### src/rtl/core/dtqom_pkg.sv
// Package for the drop-tail queue occupancy monitor.
// Holds the word types, the op and action codes and the controller types.
// Used by every module of the block; depends on nothing.
package dtqom_pkg;

   localparam int QUEUE_DEPTH_DEFAULT = 16;
   localparam int HIST_W = 48;
   localparam int TIME_W = 32;
   localparam int ID_W = 16;
   localparam int LEVEL_W = 5;
   localparam int CSR_AW = 3;
   localparam int CSR_DW = 32;

   localparam logic [HIST_W-1:0] HIST_MAX = {HIST_W{1'b1}};

   localparam logic [1:0] OP_ARRIVAL = 2'd0;
   localparam logic [1:0] OP_DEPARTURE = 2'd1;
   localparam logic [1:0] OP_READ = 2'd2;

   localparam logic [2:0] ACT_SERVED = 3'd0;
   localparam logic [2:0] ACT_QUEUED = 3'd1;
   localparam logic [2:0] ACT_DROPPED = 3'd2;
   localparam logic [2:0] ACT_STARTED = 3'd3;
   localparam logic [2:0] ACT_IDLE = 3'd4;
   localparam logic [2:0] ACT_READ = 3'd5;

   localparam logic REG_QUEUE_LIMIT = 1'b0;

   typedef struct packed {
      logic [1:0] op;
      logic [ID_W-1:0] packet_id;
      logic [TIME_W-1:0] now_time;
      logic [LEVEL_W-1:0] bin_index;
   } req_word_type;

   typedef struct packed {
      logic [2:0] action;
      logic [ID_W-1:0] affected_packet;
      logic error_flag;
      logic [LEVEL_W-1:0] occupancy;
      logic [HIST_W-1:0] system_bin_time;
      logic [HIST_W-1:0] queue_bin_time;
   } rsp_word_type;

   typedef enum logic [2:0] {
      ST_CLEAR = 3'b001,
      ST_IDLE = 3'b010,
      ST_EXEC = 3'b100
   } state_type;

   typedef struct packed {
      logic clear;
      logic accept;
      logic exec;
   } cmd_type;

   typedef struct packed {
      logic clear_last;
   } status_type;

endpackage

### src/rtl/core/dtqom_ctrl.sv
// Controller of the drop-tail queue occupancy monitor.
// Sequences the histogram clearing pass and the accept and execute steps of each word.
// Depends on dtqom_pkg.
module dtqom_ctrl (
   input  logic clock,
   input  logic reset,
   input  logic start,
   output logic busy,
   output dtqom_pkg::cmd_type cmd,
   input  dtqom_pkg::status_type status
);

   dtqom_pkg::state_type state_ff;
   dtqom_pkg::state_type state_in;

   always_comb begin
      state_in = state_ff;
      case (state_ff)
         dtqom_pkg::ST_CLEAR: begin
            if (status.clear_last) begin
               state_in = dtqom_pkg::ST_IDLE;
            end
         end
         dtqom_pkg::ST_IDLE: begin
            if (start) begin
               state_in = dtqom_pkg::ST_EXEC;
            end
         end
         dtqom_pkg::ST_EXEC: begin
            state_in = dtqom_pkg::ST_IDLE;
         end
         default: begin
            state_in = dtqom_pkg::ST_IDLE;
         end
      endcase
   end

   always_ff @(posedge clock) begin
      if (reset) begin
         state_ff <= dtqom_pkg::ST_CLEAR;
      end else begin
         state_ff <= state_in;
      end
   end

   assign busy = (state_ff != dtqom_pkg::ST_IDLE);
   assign cmd.clear = (state_ff == dtqom_pkg::ST_CLEAR);
   assign cmd.accept = (state_ff == dtqom_pkg::ST_IDLE) && start;
   assign cmd.exec = (state_ff == dtqom_pkg::ST_EXEC);

endmodule

### src/rtl/core/dtqom_datapath.sv
// Datapath of the drop-tail queue occupancy monitor.
// Holds the wait store, the histogram memories, queue state, the limit register
// and the result register. Depends on dtqom_pkg.
module dtqom_datapath #(
   parameter int QUEUE_DEPTH = dtqom_pkg::QUEUE_DEPTH_DEFAULT
) (
   input  logic clock,
   input  logic reset,
   input  dtqom_pkg::cmd_type cmd,
   output dtqom_pkg::status_type status,
   input  dtqom_pkg::req_word_type req_word,
   output logic rsp_valid,
   output dtqom_pkg::rsp_word_type rsp_word,
   input  logic psel,
   input  logic penable,
   input  logic pwrite,
   input  logic [dtqom_pkg::CSR_AW-1:0] paddr,
   input  logic [dtqom_pkg::CSR_DW-1:0] pwdata,
   output logic [dtqom_pkg::CSR_DW-1:0] prdata
);

   localparam int SYS_DEPTH = QUEUE_DEPTH + 2;
   localparam int Q_DEPTH = QUEUE_DEPTH + 1;
   localparam int SYS_AW = $clog2(SYS_DEPTH);
   localparam int Q_AW = $clog2(Q_DEPTH);
   localparam int PW = (QUEUE_DEPTH > 1) ? $clog2(QUEUE_DEPTH) : 1;
   localparam int CW = $clog2(QUEUE_DEPTH + 1);
   localparam int HW = dtqom_pkg::HIST_W;
   localparam int TW = dtqom_pkg::TIME_W;
   localparam int IW = dtqom_pkg::ID_W;

   logic [HW-1:0] sys_mem [SYS_DEPTH];
   logic [HW-1:0] q_mem [Q_DEPTH];
   logic [IW-1:0] ws_mem [QUEUE_DEPTH];

   logic [SYS_AW-1:0] clr_ff, clr_in;
   logic [PW-1:0] head_ff, head_in;
   logic [CW-1:0] count_ff, count_in;
   logic srv_busy_ff, srv_busy_in;
   logic [IW-1:0] svc_id_ff, svc_id_in;
   logic [TW-1:0] sys_last_ff, sys_last_in;
   logic [TW-1:0] q_last_ff, q_last_in;
   logic [CW-1:0] limit_ff, limit_in;

   logic [1:0] op_ff, op_in;
   logic [IW-1:0] pid_ff, pid_in;
   logic [TW-1:0] now_ff, now_in;
   logic [TW-1:0] sys_delta_ff, sys_delta_in;
   logic [TW-1:0] q_delta_ff, q_delta_in;
   logic sys_ok_ff, sys_ok_in;
   logic q_ok_ff, q_ok_in;
   logic [SYS_AW-1:0] sys_addr_ff, sys_addr_in;
   logic [Q_AW-1:0] q_addr_ff, q_addr_in;

   logic [HW-1:0] sys_rd_ff;
   logic [HW-1:0] q_rd_ff;
   logic [IW-1:0] ws_rd_ff;

   logic rsp_valid_ff;
   dtqom_pkg::rsp_word_type rsp_ff, rsp_in;

   logic sys_we, q_we, ws_we;
   logic [PW-1:0] tail;
   logic [HW:0] sys_sum, q_sum;
   logic [HW-1:0] sys_new, q_new;
   logic csr_we;
   logic [4:0] csr_val;

   assign csr_we = psel && penable && pwrite && (paddr[2] == dtqom_pkg::REG_QUEUE_LIMIT);
   assign csr_val = pwdata[4:0];
   assign prdata = (paddr[2] == dtqom_pkg::REG_QUEUE_LIMIT) ? dtqom_pkg::CSR_DW'(limit_ff) : '0;

   always_comb begin
      int tsum;
      tsum = 32'(head_ff) + 32'(count_ff);
      if (tsum >= QUEUE_DEPTH) begin
         tsum = tsum - QUEUE_DEPTH;
      end
      tail = PW'(tsum);
   end

   assign sys_sum = {1'b0, sys_rd_ff} + (HW + 1)'(sys_delta_ff);
   assign q_sum = {1'b0, q_rd_ff} + (HW + 1)'(q_delta_ff);
   assign sys_new = (sys_sum >= (HW + 1)'(dtqom_pkg::HIST_MAX)) ? dtqom_pkg::HIST_MAX
                                                               : sys_sum[HW-1:0];
   assign q_new = (q_sum >= (HW + 1)'(dtqom_pkg::HIST_MAX)) ? dtqom_pkg::HIST_MAX
                                                         : q_sum[HW-1:0];

   always_comb begin
      clr_in = clr_ff;
      head_in = head_ff;
      count_in = count_ff;
      srv_busy_in = srv_busy_ff;
      svc_id_in = svc_id_ff;
      sys_last_in = sys_last_ff;
      q_last_in = q_last_ff;
      limit_in = limit_ff;
      op_in = op_ff;
      pid_in = pid_ff;
      now_in = now_ff;
      sys_delta_in = sys_delta_ff;
      q_delta_in = q_delta_ff;
      sys_ok_in = sys_ok_ff;
      q_ok_in = q_ok_ff;
      sys_addr_in = sys_addr_ff;
      q_addr_in = q_addr_ff;
      sys_we = 1'b0;
      q_we = 1'b0;
      ws_we = 1'b0;
      rsp_in = rsp_ff;

      if (cmd.clear) begin
         clr_in = clr_ff + SYS_AW'(1);
      end

      if (csr_we) begin
         if (32'(csr_val) > QUEUE_DEPTH) begin
            limit_in = CW'(QUEUE_DEPTH);
         end else begin
            limit_in = CW'(csr_val);
         end
      end

      if (cmd.accept) begin
         op_in = req_word.op;
         pid_in = req_word.packet_id;
         now_in = req_word.now_time;
         sys_delta_in = (req_word.now_time >= sys_last_ff) ? req_word.now_time - sys_last_ff
                                                           : '0;
         q_delta_in = (req_word.now_time >= q_last_ff) ? req_word.now_time - q_last_ff : '0;
         sys_ok_in = 32'(req_word.bin_index) < SYS_DEPTH;
         q_ok_in = 32'(req_word.bin_index) < Q_DEPTH;
         if (req_word.op == dtqom_pkg::OP_READ) begin
            sys_addr_in = SYS_AW'(req_word.bin_index);
            q_addr_in = Q_AW'(req_word.bin_index);
         end else begin
            sys_addr_in = SYS_AW'(32'(count_ff) + 32'(srv_busy_ff));
            q_addr_in = Q_AW'(count_ff);
         end
      end

      if (cmd.exec) begin
         rsp_in = '0;
         case (op_ff)
            dtqom_pkg::OP_ARRIVAL: begin
               rsp_in.affected_packet = pid_ff;
               if (!srv_busy_ff) begin
                  sys_we = 1'b1;
                  sys_last_in = now_ff;
                  srv_busy_in = 1'b1;
                  svc_id_in = pid_ff;
                  rsp_in.action = dtqom_pkg::ACT_SERVED;
               end else if ((count_ff < limit_ff) && (32'(count_ff) < QUEUE_DEPTH)) begin
                  sys_we = 1'b1;
                  q_we = 1'b1;
                  ws_we = 1'b1;
                  sys_last_in = now_ff;
                  q_last_in = now_ff;
                  count_in = count_ff + CW'(1);
                  rsp_in.action = dtqom_pkg::ACT_QUEUED;
               end else begin
                  rsp_in.action = dtqom_pkg::ACT_DROPPED;
               end
            end
            dtqom_pkg::OP_DEPARTURE: begin
               rsp_in.error_flag = !srv_busy_ff;
               sys_we = 1'b1;
               sys_last_in = now_ff;
               if (count_ff != '0) begin
                  q_we = 1'b1;
                  q_last_in = now_ff;
                  srv_busy_in = 1'b1;
                  svc_id_in = ws_rd_ff;
                  head_in = (head_ff == PW'(QUEUE_DEPTH - 1)) ? '0 : head_ff + PW'(1);
                  count_in = count_ff - CW'(1);
                  rsp_in.action = dtqom_pkg::ACT_STARTED;
                  rsp_in.affected_packet = ws_rd_ff;
               end else begin
                  srv_busy_in = 1'b0;
                  rsp_in.action = dtqom_pkg::ACT_IDLE;
               end
            end
            dtqom_pkg::OP_READ: begin
               rsp_in.action = dtqom_pkg::ACT_READ;
               rsp_in.error_flag = !sys_ok_ff;
               rsp_in.system_bin_time = sys_ok_ff ? sys_rd_ff : '0;
               rsp_in.queue_bin_time = q_ok_ff ? q_rd_ff : '0;
            end
            default: begin
               rsp_in.action = dtqom_pkg::ACT_READ;
               rsp_in.error_flag = 1'b1;
            end
         endcase
         rsp_in.occupancy = dtqom_pkg::LEVEL_W'(32'(count_in) + 32'(srv_busy_in));
      end
   end

   always_ff @(posedge clock) begin
      if (reset) begin
         clr_ff <= '0;
         head_ff <= '0;
         count_ff <= '0;
         srv_busy_ff <= 1'b0;
         svc_id_ff <= '0;
         sys_last_ff <= '0;
         q_last_ff <= '0;
         limit_ff <= CW'(QUEUE_DEPTH);
         rsp_valid_ff <= 1'b0;
      end else begin
         clr_ff <= clr_in;
         head_ff <= head_in;
         count_ff <= count_in;
         srv_busy_ff <= srv_busy_in;
         svc_id_ff <= svc_id_in;
         sys_last_ff <= sys_last_in;
         q_last_ff <= q_last_in;
         limit_ff <= limit_in;
         rsp_valid_ff <= cmd.exec;
      end
   end

   always_ff @(posedge clock) begin
      op_ff <= op_in;
      pid_ff <= pid_in;
      now_ff <= now_in;
      sys_delta_ff <= sys_delta_in;
      q_delta_ff <= q_delta_in;
      sys_ok_ff <= sys_ok_in;
      q_ok_ff <= q_ok_in;
      sys_addr_ff <= sys_addr_in;
      q_addr_ff <= q_addr_in;
      rsp_ff <= rsp_in;
   end

   always_ff @(posedge clock) begin
      if (cmd.clear) begin
         sys_mem[clr_ff] <= '0;
      end else if (sys_we) begin
         sys_mem[sys_addr_ff] <= sys_new;
      end
      sys_rd_ff <= sys_mem[sys_addr_in];
   end

   always_ff @(posedge clock) begin
      if (cmd.clear) begin
         if (32'(clr_ff) < Q_DEPTH) begin
            q_mem[Q_AW'(clr_ff)] <= '0;
         end
      end else if (q_we) begin
         q_mem[q_addr_ff] <= q_new;
      end
      q_rd_ff <= q_mem[q_addr_in];
   end

   always_ff @(posedge clock) begin
      if (ws_we) begin
         ws_mem[tail] <= pid_ff;
      end
      ws_rd_ff <= ws_mem[head_ff];
   end

   assign status.clear_last = (32'(clr_ff) == SYS_DEPTH - 1);
   assign rsp_valid = rsp_valid_ff;
   assign rsp_word = rsp_ff;

endmodule

### src/rtl/core/droptail_queue_occupancy_monitor_core.sv
// Top level of the drop-tail queue occupancy monitor.
// Joins the controller and the datapath and drives the register port handshake.
// Depends on dtqom_pkg, dtqom_ctrl and dtqom_datapath.

// For each word, the accepting edge reads the histogram memories and the
// wait store, and the next cycle does the saturating add and the write-back.
// The result is registered at the end of that cycle and is on rsp_word for
// one cycle, marked by rsp_valid; busy is low again in that cycle, so a new
// word may start then, but not while a word is in progress. The receiver
// cannot stall. After reset a clearing pass zeroes the histograms with busy
// high; register writes are taken at any time.
module droptail_queue_occupancy_monitor_core #(
   parameter int QUEUE_DEPTH = dtqom_pkg::QUEUE_DEPTH_DEFAULT
) (
   input  logic clock,
   input  logic reset,
   input  logic start,
   output logic busy,
   input  dtqom_pkg::req_word_type req_word,
   output logic rsp_valid,
   output dtqom_pkg::rsp_word_type rsp_word,
   input  logic psel,
   input  logic penable,
   input  logic pwrite,
   input  logic [dtqom_pkg::CSR_AW-1:0] paddr,
   input  logic [dtqom_pkg::CSR_DW-1:0] pwdata,
   output logic [dtqom_pkg::CSR_DW-1:0] prdata,
   output logic pready
);

   dtqom_pkg::cmd_type cmd;
   dtqom_pkg::status_type status;

   assign pready = 1'b1;

   dtqom_ctrl u_ctrl (
      .clock(clock),
      .reset(reset),
      .start(start),
      .busy(busy),
      .cmd(cmd),
      .status(status)
   );

   dtqom_datapath #(
      .QUEUE_DEPTH(QUEUE_DEPTH)
   ) u_datapath (
      .clock(clock),
      .reset(reset),
      .cmd(cmd),
      .status(status),
      .req_word(req_word),
      .rsp_valid(rsp_valid),
      .rsp_word(rsp_word),
      .psel(psel),
      .penable(penable),
      .pwrite(pwrite),
      .paddr(paddr),
      .pwdata(pwdata),
      .prdata(prdata)
   );

endmodule

### config.mk
export PLATFORM = sky130hd
export DESIGN_NAME = droptail_queue_occupancy_monitor_core
export DESIGN_NICKNAME = d
export VERILOG_FILES = /design/src/rtl/core/dtqom_pkg.sv /design/src/rtl/core/dtqom_ctrl.sv /design/src/rtl/core/dtqom_datapath.sv /design/src/rtl/core/droptail_queue_occupancy_monitor_core.sv
export SDC_FILE = /design/constraint.sdc
export NUM_CORES = 2
export LEC_CHECK = 0
export BUFFER_PORTS_ARGS = -buffer_cell sky130_fd_sc_hd__buf_2
export CORE_MARGIN = 2
export CORE_UTILIZATION = 32
export CTS_BUF_LIST = sky130_fd_sc_hd__clkbuf_4
export DETAILED_ROUTE_END_ITERATION = 16
export HOLD_SLACK_MARGIN = 0.02
export PLACE_DENSITY = 0.44
export SYNTH_ARGS = -nofsm -noshare
export SYNTH_HDL_FRONTEND = slang
export SYNTH_SLANG_ARGS = --single-unit
### constraint.sdc
create_clock -name clock -period 13.25 [get_ports clock]
set_input_delay 3.975 -clock clock [delete_from_list [all_inputs] [get_ports clock]]
set_output_delay 3.975 -clock clock [all_outputs]
set_load 0.02 [all_outputs]
==> reports/results.ini <==
[setup_path]
cp_cell_sequence = buf_2, nor2b_1, buf_2
worst_setup_path_start_kind = input port
startpoint = paddr[2]
required_ns = 9.27
crit_slowest_cell = buf_2
path_common_cell = buf_2
worstPathMaxFanout = 6
path_class = in -> out
crit-reg2reg-launch = u_datapath.count_ff[1]
cp-end-kind = output pin
crit_arrival_ns = 4.37
cp_slowest_stage_delay_ns = 0.16

[sta]
drv_slew = 0
worst_hold_slack_ns = 0.407
finalSetupViolCount = 0
fmax_ghz = 0.120
tns_ns = 0
fin_crit_ns = 8.35
slew_headroom_pct = 11.7
finalCritPeriodShare_pct = 63.0
worst_slew_pin_slew_ns = 1.32
grt_setup_unrepaired = false
finalHoldViolations = 0
finalClockSkew_ns = 0.110

[cts]
h-tree-depth = 6
cts_buffers = 653
post_cts_buffers = 0
cts_buffer_depth = 4
path_clk_slew_ns = 0.06
cts_resized = 0
cts_sinks = 2383
clkLatencyLatePin_ns = 1.49
cts_tree = done
cts_root_buffer = clkbuf_4
ctsHoldBuffers = 0

[finish]
layout-drive-gt1-share_pct = 28.3
fillers = 28400
nNetsFinal = 6727
final_common_cell = edfxtp_1
area_growth_pct = 15.6
final_cell_mix = 2173 x edfxtp_1, 1011 x clkbuf_4, 626 x nand2_1

[synth]
synth_fa_ha_area_share_pct = 1.97
synthMuxAreaShare_pct = 11.9
syn_area_per_cell_um2 = 16.7
synth-simple-area-share_pct = 6.34
ys_seq_area_share_pct = 72.0
synth-main-ff-cell = edfxtp_1
ys_ff_latch = 2383
synth_top_family_by_area = multiplexers
ys_warn_count = 0
async_reset_ff_share_pct = 0
synth_cell_types = 80
synth_edf_count = 2173
synth_compound_area_share_pct = 4.70
yosys.area_share.xor_xnor_pct = 1.27
synth_area_um2 = 96500
syn_inst = 5778

[pwr]
powerDensity_nw_per_um2 = 170
leakage_uw = 0.0349
ir_worst_vdd_v = 0.000136

[drt]
drtIter0Drc = 4286
first_pass_iters = 5
antenna_left = 0
wl_mm = 278
avgRoutedWirePerCell_um = 25.3
viasPerCell = 5.00
route.detailed.drc = 0
route.vias.total = 55000

[place]
routabilityCongestion = 0.830
post-dp-hpwl_mm = 154
port-buffer-count = 194

[floorplan]
io_pins = 252
fp.dieH_um = 553
core_um2 = 300000
die_w_um = 553
dieArea_um2 = 306000
start_util_pct = 32.2
num_rows = 201

[global_routing]
grt_pass1_vias = 56800
antenna_found_initial = 32
grt_max_degree = 126
track_usage_pct = 17.8
grt_pass1_wl_mm = 399
overflow = 0

[min_path]
min_from = u_datapath.q_mem[16][30]
holdCritPathClass = reg -> reg

[outcome]
status = finished clean

[run]
maxCapViolations = 0

==> state kept, by name, summed over array words and instances, names as in the netlist, 2 cells and up <==
register and count:
u_datapath.q_mem 816, u_datapath.q_rd_ff 48, u_datapath.sys_delta_ff 32, u_datapath.ws_mem 256, u_datapath.q_last_ff 32, u_datapath.clr_ff 5
u_datapath.op_ff 2, u_datapath.sys_mem 864, u_datapath.limit_ff 5, u_datapath.head_ff 4, u_datapath.q_addr_ff 5, u_datapath.sys_addr_ff 5
u_datapath.q_delta_ff 32, u_datapath.count_ff 5, u_ctrl.state_ff 3, u_datapath.ws_rd_ff 16, u_datapath.rsp_word 121, u_datapath.now_ff 32
u_datapath.sys_last_ff 32, u_datapath.sys_rd_ff 48, u_datapath.pid_ff 16
==> final cells by class <==
class                      count  area [um^2]  share of cell area, %
multi-input combinational   3003        25900                   23.2
clock buffer                1011         7590                   6.80
inverter                     112          428                  0.384
sequential                  2383        69500                   62.3
clock inverter               178         1140                   1.02
tap                         3958         4950                   4.44
timing repair buffer         329         2040                   1.83
antenna                       14         35.0                 0.0314
==> cell families (layout without fill, tap and decap cells) <==
| family | after synthesis | in the layout |
|---|---|---|
| fa+ha+maj | 149 | 149 |
| compound gates | 754 | 754 |
| simple gates | 1364 | 1364 |
| flops | 2383 | 2383 |
| other cells | 2 | 42 |
| mux | 568 | 568 |
| buf+inv | 418 | 1630 |
| xor+xnor | 140 | 140 |
==> where the power goes <==
part	internal, uW	switching [uW]	leakage (uW)
clock	3680	3160	0.00520
combinational	1250	1980	0.0105
sequential	8600	340	0.0192
==> final timing paths <==
kind / endpoint / slack [ns] / depth (start not counted)
hold / removal: u_datapath.q_rd_ff[30] / 0.41 / 2
setup reg to reg: u_datapath.q_mem[6][31] / 6.87 / 12
setup / recovery: prdata[0] / 4.90 / 3
hold reg to reg: u_datapath.q_rd_ff[30] / 0.41 / 2
==> worst max-delay path, delay by kind of cell <==
family        cells  cell delay, ns
buf+inv           2            0.29
simple gates      1            0.10
==> layer usage <==
metal	global-route usage (%)	wire [um]	vias up
met1	23.6	121000	28700
met2	30.0	137000	1462
met5	0	96	-
li1	-	-	24400
met3	3.13	13100	455
met4	4.74	5680	16
==> per-stage QoR <==
stage | power [uW] | cells | utilization, % | setup slack, ns | instance area [um^2]
after floorplan | 11200 | 5804 | - | 5.00 | 96600
after global placement | 12400 | 9780 | 34.2 | 4.84 | 103000
after detailed placement | 12400 | 9780 | 34.2 | 4.88 | 103000
after CTS | 19300 | 11000 | 37.1 | 4.90 | 111000
after global routing | 20000 | 11000 | 37.2 | 4.85 | 112000
final | 19000 | 11000 | 37.2 | 4.90 | 112000
==> Yosys cell counts (all sizes together), types with 7 or more instances <==
cell type,instances,area (um^2)
a211oi,18,140
a21o,51,383
a21oi,326,1650
a22o,16,140
a311oi,12,105
a31o,7,61.3
a31oi,26,163
and2,118,738
and3,25,156
and4,7,61.3
buf,131,694
clkbuf,175,658
dfxtp,210,4200
edfxtp,2173,65300
ha,144,1800
inv,112,420
mux2i,102,1020
mux4,464,10500
nand2,628,2360
nand2b,27,169
nand3,181,906
nand4,21,131
nor2,257,965
nor2b,27,169
nor3,33,170
nor3b,14,105
nor4,7,43.8
o211ai,12,90.1
o21a,19,143
o21ai,181,906
o21bai,17,128
o31a,7,61.3
o31ai,8,60.1
or3,7,43.8
xnor2,70,613
xor2,70,613
No activity file was read; power rests on OpenSTA's default activity.
